`src/sv/fbed_pkg.sv`:
```
// Package for the field-bob edge-detecting deinterlacer.
// Holds lane geometry, register reset values, the register index codes and stage types.
// No dependencies.
`default_nettype none

package fbed_pkg;

    localparam int LANES      = 4;
    localparam int WORD_LANES = 4;
    localparam int ACT_LANES  = (LANES < WORD_LANES) ? LANES : WORD_LANES;
    localparam int LANE_W     = 16;
    localparam int WORD_W     = WORD_LANES * LANE_W;
    localparam int IN_W       = 3 * WORD_W;
    localparam int CFG_W      = 16;
    localparam int SQ_SHIFT   = 12;
    localparam int SQ_W       = 2;

    localparam logic [CFG_W-1:0] GAIN_RESET   = 16'd625;
    localparam logic [CFG_W-1:0] THRESH_RESET = 16'd73;

    typedef enum logic {
        CFG_EDGE_GAIN        = 1'b0,
        CFG_JAGGIE_THRESHOLD = 1'b1
    } t_cfg_idx;

    // Stage 1 per lane: luma differences and the interpolated lane.
    typedef struct packed {
        logic signed [7:0]   d_am;
        logic signed [7:0]   d_bm;
        logic signed [7:0]   d_ab;
        logic [LANE_W-1:0]   avg;
    } t_s1_lane;

    // Stage 2 per lane: product and the coarse squared difference.
    typedef struct packed {
        logic signed [LANE_W-1:0] prod;
        logic [SQ_W-1:0]          sq;
        logic [LANE_W-1:0]        avg;
    } t_s2_lane;

endpackage

`default_nettype wire

```
`src/sv/field_bob_edge_deinterlace.sv`:
```
// An accepted request is registered in stage 1, stage 2 and the output register on its way to the master side.
// Throughput: one 64-bit group per cycle; the three stages (differences, products,
// score and select) each hold one request, and a stalled output holds the pipe.
// Reset (synchronous, active low) empties the pipe and loads edge_gain = 625 and
// jaggie_threshold = 73.
// Depends on fbed_pkg.
`default_nettype none

module field_bob_edge_deinterlace (
    input  wire                          i_clk,
    input  wire                          i_rst_n,
    input  wire                          i_cfg_we,
    input  fbed_pkg::t_cfg_idx           i_cfg_idx,
    input  wire [fbed_pkg::CFG_W-1:0]    i_cfg_data,
    input  wire                          s_axis_tvalid,
    output logic                         s_axis_tready,
    // [63:0] above_word, [127:64] middle_word, [191:128] below_word
    input  wire [fbed_pkg::IN_W-1:0]     s_axis_tdata,
    output logic                         m_axis_tvalid,
    input  wire                          m_axis_tready,
    // [63:0] result_word
    output logic [fbed_pkg::WORD_W-1:0]  m_axis_tdata
);

    localparam int NL = fbed_pkg::WORD_LANES;
    localparam int LW = fbed_pkg::LANE_W;
    localparam int WW = fbed_pkg::WORD_W;

    logic [fbed_pkg::CFG_W-1:0] r_gain;
    logic [fbed_pkg::CFG_W-1:0] r_thresh;

    logic r_v1, r_v2, r_v3;
    logic rdy1, rdy2, rdy3;

    fbed_pkg::t_s1_lane n_s1 [NL];
    fbed_pkg::t_s1_lane r_s1 [NL];
    fbed_pkg::t_s2_lane n_s2 [NL];
    fbed_pkg::t_s2_lane r_s2 [NL];
    logic [WW-1:0]      r_mid1, r_mid2;
    logic [WW-1:0]      n_out;
    logic [WW-1:0]      r_out;

    // Configuration registers.
    always_ff @(posedge i_clk) begin
        if (!i_rst_n) begin
            r_gain   <= fbed_pkg::GAIN_RESET;
            r_thresh <= fbed_pkg::THRESH_RESET;
        end else if (i_cfg_we) begin
            case (i_cfg_idx)
                fbed_pkg::CFG_EDGE_GAIN:        r_gain   <= i_cfg_data;
                fbed_pkg::CFG_JAGGIE_THRESHOLD: r_thresh <= i_cfg_data;
                default: ;
            endcase
        end
    end

    // A stage moves forward when it is empty or the stage after it moves.
    assign rdy3          = !r_v3 || m_axis_tready;
    assign rdy2          = !r_v2 || rdy3;
    assign rdy1          = !r_v1 || rdy2;
    assign s_axis_tready = rdy1;

    always_ff @(posedge i_clk) begin
        if (!i_rst_n) begin
            r_v1 <= 1'b0;
            r_v2 <= 1'b0;
            r_v3 <= 1'b0;
        end else begin
            if (rdy1) r_v1 <= s_axis_tvalid;
            if (rdy2) r_v2 <= r_v1;
            if (rdy3) r_v3 <= r_v2;
        end
    end

    for (genvar g = 0; g < NL; g++) begin : g_lane
        logic [LW-1:0]            a, m, b;
        logic [7:0]               y1, e, y2;
        logic signed [LW-1:0]     sq_full;
        logic [LW-1:0]            pen;
        logic signed [LW-1:0]     score;
        logic                     interp;

        assign a  = s_axis_tdata[g*LW +: LW];
        assign m  = s_axis_tdata[WW + g*LW +: LW];
        assign b  = s_axis_tdata[2*WW + g*LW +: LW];
        assign y1 = {1'b0, a[7:1]};
        assign e  = {1'b0, m[7:1]};
        assign y2 = {1'b0, b[7:1]};

        // Stage 1: differences of the halved luma, per-byte average.
        always_comb begin
            n_s1[g].d_am = y1 - e;
            n_s1[g].d_bm = y2 - e;
            n_s1[g].d_ab = y1 - y2;
            n_s1[g].avg  = {1'b0, a[15:9], 1'b0, a[7:1]} + {1'b0, b[15:9], 1'b0, b[7:1]};
        end

        // Stage 2: signed products. The square is at most 127*127, so only
        // two bits are left above the shift.
        assign sq_full       = LW'(r_s1[g].d_ab * r_s1[g].d_ab);
        assign n_s2[g].prod  = LW'(r_s1[g].d_am * r_s1[g].d_bm);
        assign n_s2[g].sq    = sq_full[fbed_pkg::SQ_SHIFT +: fbed_pkg::SQ_W];
        assign n_s2[g].avg   = r_s1[g].avg;

        // Stage 3: penalty, wrapping score and signed compare.
        assign pen    = LW'({{(LW-fbed_pkg::SQ_W){1'b0}}, r_s2[g].sq} * r_gain);
        assign score  = r_s2[g].prod - $signed(pen);
        assign interp = (g < fbed_pkg::ACT_LANES) && (score > $signed(r_thresh));
        assign n_out[g*LW +: LW] = interp ? r_s2[g].avg : r_mid2[g*LW +: LW];

        always_ff @(posedge i_clk) begin
            if (rdy1 && s_axis_tvalid) r_s1[g] <= n_s1[g];
            if (rdy2 && r_v1)          r_s2[g] <= n_s2[g];
        end
    end

    always_ff @(posedge i_clk) begin
        if (rdy1 && s_axis_tvalid) r_mid1 <= s_axis_tdata[WW +: WW];
        if (rdy2 && r_v1)          r_mid2 <= r_mid1;
        if (rdy3 && r_v2)          r_out  <= n_out;
    end

    assign m_axis_tvalid = r_v3;
    assign m_axis_tdata  = r_out;

endmodule

`default_nettype wire

```
`config.mk`:
```
export PLATFORM = sky130hd
export DESIGN_NAME = field_bob_edge_deinterlace
export DESIGN_NICKNAME = d
export VERILOG_FILES = /design/src/sv/fbed_pkg.sv /design/src/sv/field_bob_edge_deinterlace.sv
export SDC_FILE = /design/constraint.sdc
export NUM_CORES = 2
export LEC_CHECK = 0
export BUFFER_PORTS_ARGS = -buffer_cell sky130_fd_sc_hd__buf_2
export CORE_MARGIN = 4
export CORE_UTILIZATION = 45
export CTS_BUF_LIST = sky130_fd_sc_hd__clkbuf_16
export CTS_CLUSTER_SIZE = 12
export DETAILED_ROUTE_END_ITERATION = 16
export GPL_ROUTABILITY_DRIVEN = 0
export HOLD_SLACK_MARGIN = 0.06
export PLACE_DENSITY = 0.71
export SKIP_CTS_REPAIR_TIMING = 1
export SYNTH_ARGS = -nofsm -noshare
export SYNTH_HDL_FRONTEND = slang
export SYNTH_SLANG_ARGS = --single-unit
```
`constraint.sdc`:
```
create_clock -name i_clk -period 18.01 [get_ports i_clk]
set_input_delay 1.801 -clock i_clk [delete_from_list [all_inputs] [get_ports i_clk]]
set_output_delay 1.801 -clock i_clk [all_outputs]
set_load 0.01 [all_outputs]
```
# After elaboration in Yosys (flattened, before gate mapping)
# Memories as Yosys holds them, arrays and structs flattened.
# Cells that the tools add are included.
[word_totals]
reg_bits = 227
mem_bits_rw = 296
memories = 2
elab_cells = 66
output_inout_bits = 66
input_bits = 214
[classes]
n_reduce_logical = 11
muxes = 8
mul = 12
add_sub_neg = 20
magnitude_cmp = 4
bitwise_logic = 1
[memory_table]
columns = ["name", "words", "word_bits", "rd", "rd_ports_with_merged_regs", "write_ports", "line", "text"]
rows = [
  ["r_s1", 4, 40, 4, 0, 4, "field_bob_edge_deinterlace.sv:36", "fbed_pkg::t_s1_lane r_s1 [NL];"],
  ["r_s2", 4, 34, 4, 0, 4, "field_bob_edge_deinterlace.sv:38", "fbed_pkg::t_s2_lane r_s2 [NL];"],
]
[op_table]
columns = ["operator", "count"]
rows = [
  ["7-bit by 7-bit subtractor with 8-bit output", 12],
  ["15-bit by 15-bit adder with 16-bit output", 4],
  ["16-bit greater-than comparator", 4],
  ["2-bit by 16-bit multiplier with 16-bit output", 4],
  ["8-bit by 8-bit multiplier with 16-bit output", 4],
  ["16-bit 2-to-1 mux", 4],
  ["16-bit subtractor", 4],
  ["8-bit by 8-bit multiplier with 14-bit output", 4],
  ["1-bit 2-to-1 mux", 4],
  ["2-bit AND reduction", 2],
  ["1-bit logical AND", 3],
  ["1-bit zero test", 3],
  ["1-bit logical OR", 3],
  ["1-bit inverter", 1],
]

# Depth between registers and ports, before layout
[logic_depth]
depth_word = 7
mapped_depth = 21
depth_no_buf = 19

# Least setup slack after synthesis
# OpenSTA, ideal clock, no wires.
[synth_timing]
kind = "input to register"
start = "input port m_axis_tready"
end = "register r_mid2[0] (enable)"
cell_stages = 2
setup_time_ns = 1.066
arrival_ns = 16.300
setup_slack_ns = 0.644
required_time_ns = 16.944
path_buffers = 0
path_cell_list = "nor2b_1 -> a21boi_0"
[synth_between]
elab_chain_cells = 3
[synth_rtl]
columns = ["element", "line", "text"]
rows = [
  ["start: declaration", "field_bob_edge_deinterlace.sv:20", "input wire m_axis_tready,"],
  ["1-bit logical OR", "field_bob_edge_deinterlace.sv:58", "assign rdy3 = !r_v3 || m_axis_tready;"],
  ["1-bit logical OR", "field_bob_edge_deinterlace.sv:59", "assign rdy2 = !r_v2 || rdy3;"],
  ["1-bit logical AND", "field_bob_edge_deinterlace.sv:119", "if (rdy2 && r_v1) r_mid2 <= r_mid1;"],
  ["end signal: assignment", "field_bob_edge_deinterlace.sv:119", ""],
  ["end: declaration", "field_bob_edge_deinterlace.sv:39", "logic [WW-1:0] r_mid1, r_mid2;"],
]
# Every way passes these cells.
# A chain may end at the register's enable or synchronous reset.

==> impl_results.md <==
* Outcome: finished, final reports clean
* Finished Core Util at 50.5%
* Unrepaired setup endpoints after global routing: false
* Place WS at 12540 ps
* Fmax at 183 MHz
* Crit path capture: m_axis_tdata[63]
* Mean routed wirelength per cell at 15.4 um
* Largest net degree at the start of global routing at 138
* Relative slew slack at 16.0%
* Period utilization at 30.3%
* Clock sinks at 519
* Placed cell area at 47700 um^2
* Synth Area per Inst at 10.9 um^2
* Required time of the critical path at 18430 ps
* Max Fanout on Critical Path at 16
* Clock tree from TritonCTS: yes
* Drt total wl at 88100 um
* Port bufs at 263
* Dpl hpwl at 68500 um
* Setup TNS at 0 ps
* DRC at 0
* R2R Path Start: r_s2[3][16]
* Clk Tree Root Cell: clkbuf_16
* Crit path from: r_s2[3][16]
* Yosys cell types at 69
* Max Slew Vio Count at 0
* DIE AREA at 105000 um^2
* Layout cells sized above 1 at 9.09%
* Initial DRC Count at 1395
* Mapped cell area at 44800 um^2
* Clk slew on worst S/H paths at 60 ps
* DR vias/cell at 4.95
* Most frequent cell after synthesis: inv_1
* Final Hold Fails at 0
* Largest cells by area after synthesis: edfxtp_1 32%, fa_1 20%, ha_1 13%
* Register area share after synthesis at 34.0%
* Synth Net Count at 5240
* Synth Warn # at 0
* Area leader, netlist: edfxtp_1
* Final setup vio count at 0
* Cell area after layout at 49800 um^2
* DRT Pass-1 Iters at 6
* Startpoint type of the worst setup path: flop
* R2R Setup Slk at 12560 ps
* Worst Clk Skew at 24.0 ps
* Die span in y at 324 um
* Tmin final at 5450 ps
* Mapped Cells at 4096
* Total of max-cap violations at 0
* Fill count at 8681
* Worst skew pair latency at 670 ps
* Bufs on Longest Clock Path at 3
* Hold Crit Class: flop to flop
* Worst-Margin Slew at 1260 ps
* Commonest cells post-synth: 809 x inv_1, 484 x edfxtp_1, 483 x ha_1
* GR Overflow Total at 0
* R2R Path End: m_axis_tdata[63]
* Core footprint at 98600 um^2
* H-tree depth at 2
* Vias in the first global route at 29944
* Area delta synth->final at 11.0%
* Worst EP arrival at 5870 ps
* Antenna violations before repair at 8
* Routed Antenna Nets at 0
* Post-synth top area share at 32.4%
* Vias at 28351
* Initial Util at 45.5%
* FP Rows at 115
* Asr flop ratio synth at 0%
* Primary FF master, synth: edfxtp_1
* Critical Path Sink Type: flop
* GRT Total Usage at 17.4%
* Flops & latches, synth at 519
* Post-synth EDFFs at 484
* R2R cell count at 19
* Cts bufs inserted at 60
* First-pass GRT wire length at 148000 um
* Die X at 324 um
* Final setup margin at 12560 ps
* I/O Pins at 280
* Final nets at 5530
* WS Path Type: flop to flop
[state kept, by name (all words and copies together), names as in the netlist]
name	flops
m_axis_tdata	64
m_axis_tvalid	1
r_gain	16
r_mid1	64
r_mid2	64
r_s1	156
r_s2	136
r_thresh	16
r_v1	1
r_v2	1
[how the worst min path moves through the flow]
stage | cells past startpoint | from | endpoint | slack, ps
floorplan | 0 | r_mid1[0] | r_mid2[0] | 400
global placement | 0 | r_s1[2][14] | r_s2[2][14] | 400
detailed placement | 0 | r_mid1[14] | r_mid2[14] | 400
CTS | 0 | r_mid1[47] | r_mid2[47] | 410
global route | 0 | r_mid1[47] | r_mid2[47] | 420
finish | 0 | r_mid1[32] | r_mid2[32] | 410
[critical path, stage by stage (launching register included)]
cell       delay (ps)
edfxtp_1          610
and2_1            280
fa_1              500
inv_1              40
ha_1              310
nor2b_1           150
o21a_1            180
o21ai_1           170
a21oi_1           130
o41a_1            400
mux2i_1           140
a2111oi_0         600
ha_1              360
nand4_1           120
a211oi_1           50
o21ai_1           200
o21ai_1           100
a31oi_2           140
buf_4             310
mux2_2            370
[layout by cell type (no fill, tap or decap), types with 7 or more instances in the layout]
master     Yosys  routed
inv_1        809     819
a21oi_1      152     152
nor2_1       132     132
xnor2_1      199     199
and2_1       371     371
ha_1         483     483
a21boi_0      40      39
nand2b_1      62      62
bufinv_16      0       8
mux2_1        46      46
o21ai_1       15      15
clkinv_1       0       9
a21o_1        75      75
xor2_1        61      61
o21a_1        32      32
fa_1         447     447
buf_2          3     263
a211oi_1      11      11
nand4_1       17      17
nor3_1        24      24
o211ai_1       7       7
o21ai_0       82      82
clkinv_2       0      10
mux2_2        18      18
nand3_1       25      25
nor4_1        11      11
clkbuf_16      0      60
buf_4          1      11
and3_1        16      16
o31ai_1       11      11
nand2_1      214     214
edfxtp_1     484     484
a31oi_1        9       8
nor2b_1       70      69
dfxtp_1       35      35
o21bai_1      25      25
[metrics by stage]
step                      hold WS, ps  cells
after floorplan                   400   4096
after global placement            400   5611
after detailed placement          405   5611
after CTS                         413   5720
after global routing              419   5721
final                             415   5725
[cell type report]
type	instances	area, um^2	area share [%]
multi-input combinational	2721	26400	53.1
sequential	519	15200	30.6
inverter	809	3040	6.10
tap	1287	1610	3.24
clock buffer	60	1500	3.02
timing repair buffer	275	1420	2.85
clock inverter	49	524	1.05
antenna	5	12.5	0.0251
[metal layers]
metal / track usage (%) / vias to the layer above / wire length, um
li1: - / 13896 / -
met1: 23.6 / 13864 / 39800
met2: 29.3 / 477 / 42100
met3: 2.99 / 106 / 4280
met4: 4.10 / 8 / 1860
met5: 0 / - / 41
[logic make-up after synthesis]
family / synth area share [%]
flip-flops: 34.0
AO/OA/AOI/OAI: 7.15
AND/OR/NAND/NOR: 11.5
buffers and inverters: 7.18
XOR/XNOR: 5.08
adder cells (fa/ha/maj): 33.4
multiplexers: 1.67
Power is left out: the tool's default activity adds up to more than one toggle a clock period on the data nets, which glitch-free logic cannot reach.
